### src/rtl/button_press_hold_detector_macros.svh
// assertion helpers for the button press / hold detector
`ifndef BUTTON_PRESS_HOLD_DETECTOR_MACROS_SVH
`define BUTTON_PRESS_HOLD_DETECTOR_MACROS_SVH

// same-cycle implication, checked outside reset
`define BPHD_ASSERT_IMP(label, ante, cons, msg) \
  label: assert property (@(posedge clk) disable iff (!rst_n) (ante) |-> (cons)) \
    else $error(msg);

// next-cycle implication, checked outside reset
`define BPHD_ASSERT_NXT(label, ante, cons, msg) \
  label: assert property (@(posedge clk) disable iff (!rst_n) (ante) |=> (cons)) \
    else $error(msg);

`endif

### src/rtl/bphd_pkg.sv
`default_nettype none

package bphd_pkg;

  localparam int KEY_BITS = 8;
  localparam int KEY_W    = 8;
  localparam int TICK_W   = 32;
  localparam int PHASE_W  = 3;

  localparam int IN_TDATA_W  = 40;
  localparam int OUT_TDATA_W = 24;

  localparam logic [KEY_W-1:0] KEY_MASK = KEY_W'((64'd1 << KEY_BITS) - 64'd1);

  localparam logic [TICK_W-1:0] HOLD_TIME_RST = TICK_W'(500);

  localparam logic [PHASE_W-1:0] PH_IDLE     = 3'd0;
  localparam logic [PHASE_W-1:0] PH_PRESSED  = 3'd1;
  localparam logic [PHASE_W-1:0] PH_TIMING   = 3'd2;
  localparam logic [PHASE_W-1:0] PH_HOLD     = 3'd3;
  localparam logic [PHASE_W-1:0] PH_RELEASED = 3'd4;

  typedef enum logic [4:0] {
    ST_IDLE     = 5'b00001,
    ST_PRESSED  = 5'b00010,
    ST_TIMING   = 5'b00100,
    ST_HOLD     = 5'b01000,
    ST_RELEASED = 5'b10000
  } state_t;

  // first field in the highest bits
  typedef struct packed {
    logic [TICK_W-1:0] tick_now;
    logic [KEY_W-1:0]  key_sample;
  } in_item_t;

  typedef struct packed {
    logic [KEY_W-1:0]   last_key;
    logic [KEY_W-1:0]   current_key;
    logic [PHASE_W-1:0] phase;
  } result_t;

  // handshake between input register and core
  typedef struct packed {
    logic     valid;
    in_item_t item;
  } stage_t;

  function automatic logic [PHASE_W-1:0] phase_code(input state_t st);
    logic [PHASE_W-1:0] code;
    unique case (st)
      ST_PRESSED:  code = PH_PRESSED;
      ST_TIMING:   code = PH_TIMING;
      ST_HOLD:     code = PH_HOLD;
      ST_RELEASED: code = PH_RELEASED;
      default:     code = PH_IDLE;
    endcase
    return code;
  endfunction

endpackage

`default_nettype wire

### src/rtl/bphd_in_reg.sv
`default_nettype none

module bphd_in_reg (
  input  wire logic                              clk,
  input  wire logic                              rst_n,
  input  wire logic                              in_tvalid,
  output logic                                   in_tready,
  input  wire logic [bphd_pkg::IN_TDATA_W-1:0]   in_tdata,
  input  wire logic                              adv,
  output bphd_pkg::stage_t                       stage
);
  import bphd_pkg::*;

  logic     s1_valid_r;
  logic     s1_valid_nxt;
  in_item_t s1_item_r;
  logic     in_xfer;

  assign in_tready = !s1_valid_r || adv;
  assign in_xfer   = in_tvalid && in_tready;

  assign s1_valid_nxt = in_xfer || (s1_valid_r && !adv);

  always_ff @(posedge clk) begin
    if (!rst_n) begin
      s1_valid_r <= 1'b0;
    end else begin
      s1_valid_r <= s1_valid_nxt;
    end
  end

  always_ff @(posedge clk) begin
    if (in_xfer) begin
      s1_item_r <= in_item_t'(in_tdata);
    end
  end

  assign stage.valid = s1_valid_r;
  assign stage.item  = s1_item_r;

endmodule

`default_nettype wire

### src/rtl/bphd_core.sv
`default_nettype none

module bphd_core (
  input  wire logic                          clk,
  input  wire logic                          rst_n,
  input  wire logic                          cfg_wr_en,
  input  wire logic [bphd_pkg::TICK_W-1:0]   cfg_wr_data,
  input  wire bphd_pkg::stage_t              stage,
  output logic                               adv,
  output logic                               out_tvalid,
  input  wire logic                          out_tready,
  output bphd_pkg::result_t                  result
);
  import bphd_pkg::*;

  logic [TICK_W-1:0] hold_time_r;
  state_t            state_r, state_nxt;
  logic [KEY_W-1:0]  tracked_r, tracked_nxt;
  logic [KEY_W-1:0]  released_r, released_nxt;
  logic [TICK_W-1:0] start_r, start_nxt;
  logic              out_valid_r;
  result_t           result_r;

  logic              take;
  logic [KEY_W-1:0]  key;
  logic [TICK_W-1:0] elapsed;
  logic              same_key;
  logic              key_zero;

  assign adv  = !out_valid_r || out_tready;
  assign take = stage.valid && adv;

  assign key      = stage.item.key_sample & KEY_MASK;
  assign key_zero = (key == '0);
  assign same_key = (key == tracked_r);
  // wraps modulo 2^32
  assign elapsed  = stage.item.tick_now - start_r;

  always_comb begin
    state_nxt    = state_r;
    tracked_nxt  = tracked_r;
    released_nxt = released_r;
    start_nxt    = start_r;
    unique case (state_r)
      ST_PRESSED: begin
        if (key_zero) begin
          state_nxt = ST_RELEASED;
        end else if (same_key) begin
          state_nxt = ST_TIMING;
          start_nxt = stage.item.tick_now;
        end else begin
          tracked_nxt = key;
        end
      end
      ST_TIMING: begin
        if (key_zero) begin
          state_nxt = ST_RELEASED;
        end else if (same_key) begin
          if (elapsed > hold_time_r) begin
            state_nxt = ST_HOLD;
          end
        end else begin
          tracked_nxt = key;
          state_nxt   = ST_PRESSED;
        end
      end
      ST_HOLD: begin
        if (key_zero) begin
          state_nxt = ST_RELEASED;
        end else if (!same_key) begin
          tracked_nxt = key;
          state_nxt   = ST_PRESSED;
        end
      end
      ST_RELEASED: begin
        // sample ignored here
        released_nxt = tracked_r;
        tracked_nxt  = '0;
        state_nxt    = ST_IDLE;
      end
      default: begin
        if (!key_zero) begin
          tracked_nxt = key;
          state_nxt   = ST_PRESSED;
        end else begin
          state_nxt = ST_IDLE;
        end
      end
    endcase
  end

  always_ff @(posedge clk) begin
    if (!rst_n) begin
      hold_time_r <= HOLD_TIME_RST;
    end else if (cfg_wr_en) begin
      hold_time_r <= cfg_wr_data;
    end
  end

  always_ff @(posedge clk) begin
    if (!rst_n) begin
      state_r     <= ST_IDLE;
      tracked_r   <= '0;
      released_r  <= '0;
      start_r     <= '0;
      out_valid_r <= 1'b0;
    end else begin
      if (take) begin
        state_r    <= state_nxt;
        tracked_r  <= tracked_nxt;
        released_r <= released_nxt;
        start_r    <= start_nxt;
      end
      if (adv) begin
        out_valid_r <= stage.valid;
      end
    end
  end

  always_ff @(posedge clk) begin
    if (take) begin
      result_r.phase       <= phase_code(state_nxt);
      result_r.current_key <= tracked_nxt;
      result_r.last_key    <= released_nxt;
    end
  end

  assign out_tvalid = out_valid_r;
  assign result     = result_r;

endmodule

`default_nettype wire

### src/rtl/button_press_hold_detector.sv
// Button press / hold / release detector. Each transfer on the in_ channel carries one
// sample of the button lines and the current tick count, and yields exactly one transfer
// on the out_ channel with the phase, the tracked key and the last released key after the
// update. Items pass an input register and then one state update into the result
// register. One item per clock is sustained while out_tready stays high, since the whole
// phase update (one 32-bit subtract and compare) is combinational. The hold time is to be
// written through cfg_wr_en / cfg_wr_data only while no item is in flight, which the block
// itself does not enforce; the hold time resets to 500 ticks.
`default_nettype none

module button_press_hold_detector (
  input  wire logic                               clk,
  input  wire logic                               rst_n,
  input  wire logic                               cfg_wr_en,
  input  wire logic [bphd_pkg::TICK_W-1:0]        cfg_wr_data,
  input  wire logic                               in_tvalid,
  output logic                                    in_tready,
  // [7:0] key_sample, [39:8] tick_now
  input  wire logic [bphd_pkg::IN_TDATA_W-1:0]    in_tdata,
  output logic                                    out_tvalid,
  input  wire logic                               out_tready,
  // [2:0] phase, [10:3] current_key, [18:11] last_key, [23:19] zero
  output logic [bphd_pkg::OUT_TDATA_W-1:0]        out_tdata
);
  import bphd_pkg::*;

  `include "button_press_hold_detector_macros.svh"

  stage_t  stage;
  logic    adv;
  result_t result;

  bphd_in_reg u_in_reg (
    .clk       (clk),
    .rst_n     (rst_n),
    .in_tvalid (in_tvalid),
    .in_tready (in_tready),
    .in_tdata  (in_tdata),
    .adv       (adv),
    .stage     (stage)
  );

  bphd_core u_core (
    .clk         (clk),
    .rst_n       (rst_n),
    .cfg_wr_en   (cfg_wr_en),
    .cfg_wr_data (cfg_wr_data),
    .stage       (stage),
    .adv         (adv),
    .out_tvalid  (out_tvalid),
    .out_tready  (out_tready),
    .result      (result)
  );

  assign out_tdata = OUT_TDATA_W'(result);

  // idle is the only phase without a tracked key
  `BPHD_ASSERT_IMP(a_idle_no_key, out_tvalid && (result.phase == PH_IDLE), result.current_key == '0, "idle with key")
  `BPHD_ASSERT_IMP(a_busy_has_key, out_tvalid && (result.phase != PH_IDLE), result.current_key != '0, "key lost")
  `BPHD_ASSERT_IMP(a_phase_range, out_tvalid, result.phase <= PH_RELEASED, "bad phase code")
  // a full input stage with a stalled output blocks the input side
  `BPHD_ASSERT_IMP(a_stall_blocks, stage.valid && out_tvalid && !out_tready, !in_tready, "overrun")

endmodule

`default_nettype wire
### config.mk
export PLATFORM = sky130hd
export DESIGN_NAME = button_press_hold_detector
export DESIGN_NICKNAME = d
export VERILOG_FILES = /design/src/rtl/bphd_pkg.sv /design/src/rtl/bphd_in_reg.sv /design/src/rtl/bphd_core.sv /design/src/rtl/button_press_hold_detector.sv
export VERILOG_INCLUDE_DIRS = /design/src /design/src/rtl
export SDC_FILE = /design/constraint.sdc
export NUM_CORES = 1
export LEC_CHECK = 0
export BUFFER_PORTS_ARGS = -buffer_cell sky130_fd_sc_hd__buf_2
export CAP_MARGIN = 25
export CELL_PAD_IN_SITES_DETAIL_PLACEMENT = 2
export CELL_PAD_IN_SITES_GLOBAL_PLACEMENT = 2
export CORE_ASPECT_RATIO = 0.7
export CORE_MARGIN = 2
export CORE_UTILIZATION = 41
export CTS_BUF_LIST = sky130_fd_sc_hd__clkbuf_4
export DETAILED_ROUTE_END_ITERATION = 7
export HOLD_SLACK_MARGIN = 0.02
export PLACE_DENSITY = 0.85
export SYNTH_ARGS = -nofsm -noshare
export SYNTH_HDL_FRONTEND = slang
export SYNTH_SLANG_ARGS = --single-unit
### constraint.sdc
create_clock -name clk -period 5.9 [get_ports clk]
set_input_delay 1.18 -clock clk [delete_from_list [all_inputs] [get_ports clk]]
set_output_delay 1.18 -clock clk [all_outputs]
set_load 0.05 [all_outputs]
==> metrics.cfg <==
[timing]
grt_setup_unrepaired=false
relSlewSlack=0.342
setup_tns_ns=0
tightest_slew_ns=0.986
worst_skew_ns=0.0350
final-setup-viol-count=0
final_max_slew_viol_count=0
hold_violations=0
clock.fmax_mhz=220
post-route-min-period_ns=4.55
layout_worst_path_cycle_share=0.770

[final_layout]
share_of_post_route_cells_with_drive_strength_above_1=0.171
final_net_count=1033
post-route-cell-area_um2=9010
seq_area_um2=3510
multi_input_area_um2=4050
layout_overhead_on_the_synthesized_area_pct=13.1
nFillCells=2049

[clock_network]
postCtsSetupRepairBufs=0
path_clk_slew_ns=0.15
ctsLongestPathBuffers=2
insertion_delay_ns=0.61
numClockSinks=146
cts_htree_levels=4
tritoncts=yes
cts_made_buffers=17
clock_tree.root_cell=sky130_fd_sc_hd__clkbuf_4
ctsResizeCount=0
cts-hold-fix-buffers=0

[worst_setup_path]
timing.setup.critical_path_class=register to register
worstPathRequired_ns=6.43
critPathMaxStageDelay_ns=0.44
cp_data_arrival_time_ns=5.07
setup.worst_path.end_class=register
worstSetupStartpointType=register
critical_path_s_most_frequent_cell=sky130_fd_sc_hd__a21oi_1
slowest_stage=sky130_fd_sc_hd__fa_1
path_max_fanout=5
timing.critical_path.cells=inv_1 -> ha_1 -> inv_1 -> fa_1 -> a211o_1 -> a21oi_1 -> a21oi_2 -> nand2_2 -> a31o_4 -> o21ai_2 -> o31ai_2 -> xnor2_1 -> ha_1 -> nand4_1 -> nor4_2 -> and3_1 -> a21oi_1 -> or4_1 -> a21oi_1

[detailed_routing]
drt.antenna.violating_nets=0
drt_first_pass_iters=6
number_of_vias_per_cell=5.29
routedWlPerCell_um=19.4
routed-via-count=6192
detail_route.iter0.violations=303
route.detailed.drc=0
route.final.wire_length_um=22700

[floorplanning]
core_um2=19000
die_area_um2=20600
initial_utilization=0.420
row_count=42
io_pins=103
die_width_um=171
y_dimension_of_the_die_um=121

[synthesis]
most_common_cell_in_the_synthesized_netlist=sky130_fd_sc_hd__dfxtp_1
synth.lib_cells_used.distinct=66
synth_common_cells=sky130_fd_sc_hd__dfxtp_1 (87), sky130_fd_sc_hd__nand2_1 (72), sky130_fd_sc_hd__inv_1 (69), sky130_fd_sc_hd__nor2b_1 (65), sky130_fd_sc_hd__ha_1 (63)
netlist.top_cell.by_area=sky130_fd_sc_hd__edfxtp_1
synth_ff_type=sky130_fd_sc_hd__dfxtp_1
synth_area_um2=7970
synth-seq-cells=146
synth_edf_count=59
yosys.area.top_type_share=0.222
post_synth_inst_count=796
synth_top_cells_by_area=sky130_fd_sc_hd__edfxtp_1 (22%), sky130_fd_sc_hd__dfxtp_1 (22%), sky130_fd_sc_hd__ha_1 (9.9%), sky130_fd_sc_hd__mux2i_1 (7.3%), sky130_fd_sc_hd__nor2b_1 (5.1%)
synth.yosys.seq_area_share=0.441
yosysWarningCount=0
synth_area_per_cell_um2=10.0
asyncSetResetFlopFracSynth=0

[placement]
placement.cell_area_um2=8670
post-dp-hpwl_um=17100
place_congestion=0.853
numPortBuffers=97

[hold_path]
hold_path.class=register to register

[job]
max_cap_violations=0

[global_route]
grt_overflow_total=0
grt_max_degree=89
initial_antenna_violation_count=1
grt_pass1_vias=7069
grt_usage=0.230
wire_length_of_the_first_global_routing_pass_um=36900

[power]
p_leak_nw=3.60
irDropWorstVdd_uv=135
power_per_cell_area_nw_per_um2=243

[outcome]
run_status=finished, final reports clean

[final timing paths]
check | cells after the start | from | end | slack, ns
worst max register to register | 19 | u_in_reg.stage[8] | u_core.state_r[2] | 1.35
worst max-delay path | 19 | u_in_reg.stage[8] | u_core.state_r[2] | 1.35
worst min register to register | 2 | u_core.hold_time_r[8] | u_core.hold_time_r[8] | 0.51
worst min-delay path | 2 | u_core.hold_time_r[8] | u_core.hold_time_r[8] | 0.51
[layer usage]
layer,GRT usage,wire length [um]
met1,0.278,10200
met2,0.416,11500
met3,0.0406,652
met4,0.0710,422
met5,0,0
[state kept, by name (all words and copies together) (netlist names)]
name	flops
u_core.out_tvalid	1
u_core.released_r	8
u_core.hold_time_r	32
u_in_reg.stage	40
u_in_reg.s1_valid_r	1
u_core.tracked_r	8
u_core.state_r	5
u_core.result	19
u_core.start_r	32
[placed cells by master, fill, tap and decap left out, drive strengths merged, types with 8 or more instances in the layout]
cell and n:
nand4 9, o21a 9, o211ai 9, nand2 73
ha 63, nor2b 65, nor2 38, a22o 8
xnor2 16, nand3 9, nor3 8, buf 102
clkbuf 17, o21ai 26, dfxtp 87, a21o 28
inv 76, xor2 18, mux2i 58, a21boi 9
a21oi 39, nor3b 9, edfxtp 59
[worst max-delay path, delay by kind of cell, from the launching register on]
family / cells / cell delay, ns
compound gates: 8 / 1.51
simple gates: 5 / 1.36
fa+ha+maj: 3 / 0.94
flops: 1 / 0.41
buf+inv: 2 / 0.14
xor+xnor: 1 / 0.12
[layout make-up]
class,count,area share
flip-flops and latches,146,0.390
multi-input cells,555,0.450
inverters,70,0.0292
repair buffers,102,0.0616
clock buffers,17,0.0142
diodes,1,0.000278
well taps,264,0.0367
clock inverters,15,0.0187
[cell families (layout without fill, tap and decap cells)]
family / Yosys count / count (layout) / synth area share
simple gates: 240 / 240 / 0.158
mux: 58 / 58 / 0.0729
xor+xnor: 34 / 34 / 0.0374
compound gates: 154 / 154 / 0.136
fa+ha+maj: 64 / 64 / 0.101
other cells: 1 / 6 / 0.000471
buf+inv: 99 / 204 / 0.0526
flops: 146 / 146 / 0.441
[power breakdown]
part / internal, mW / switching, mW / total (mW) / leakage [nW]
registers: 1.10 / 0.0288 / 1.13 / 1.28
logic: 0.159 / 0.233 / 0.391 / 2.16
clock network: 0.229 / 0.447 / 0.677 / 0.156
total: 1.48 / 0.709 / 2.19 / 3.60
[per-stage QoR]
stage | instances | setup WS, ns | total power, mW | utilization | hold WS [ns]
2_1_floorplan | 800 | 2.07 | 1.41 | - | 0.461
3_3_place_gp | 1135 | 1.78 | 1.49 | 0.457 | 0.482
3_5_place_dp | 1135 | 1.39 | 1.53 | 0.457 | 0.499
4_1_cts | 1167 | 1.33 | 2.21 | 0.472 | 0.519
5_1_grt | 1170 | 0.913 | 2.30 | 0.475 | 0.539
6_report | 1170 | 1.35 | 2.19 | 0.475 | 0.511
No activity file was read; power rests on OpenSTA's default activity.
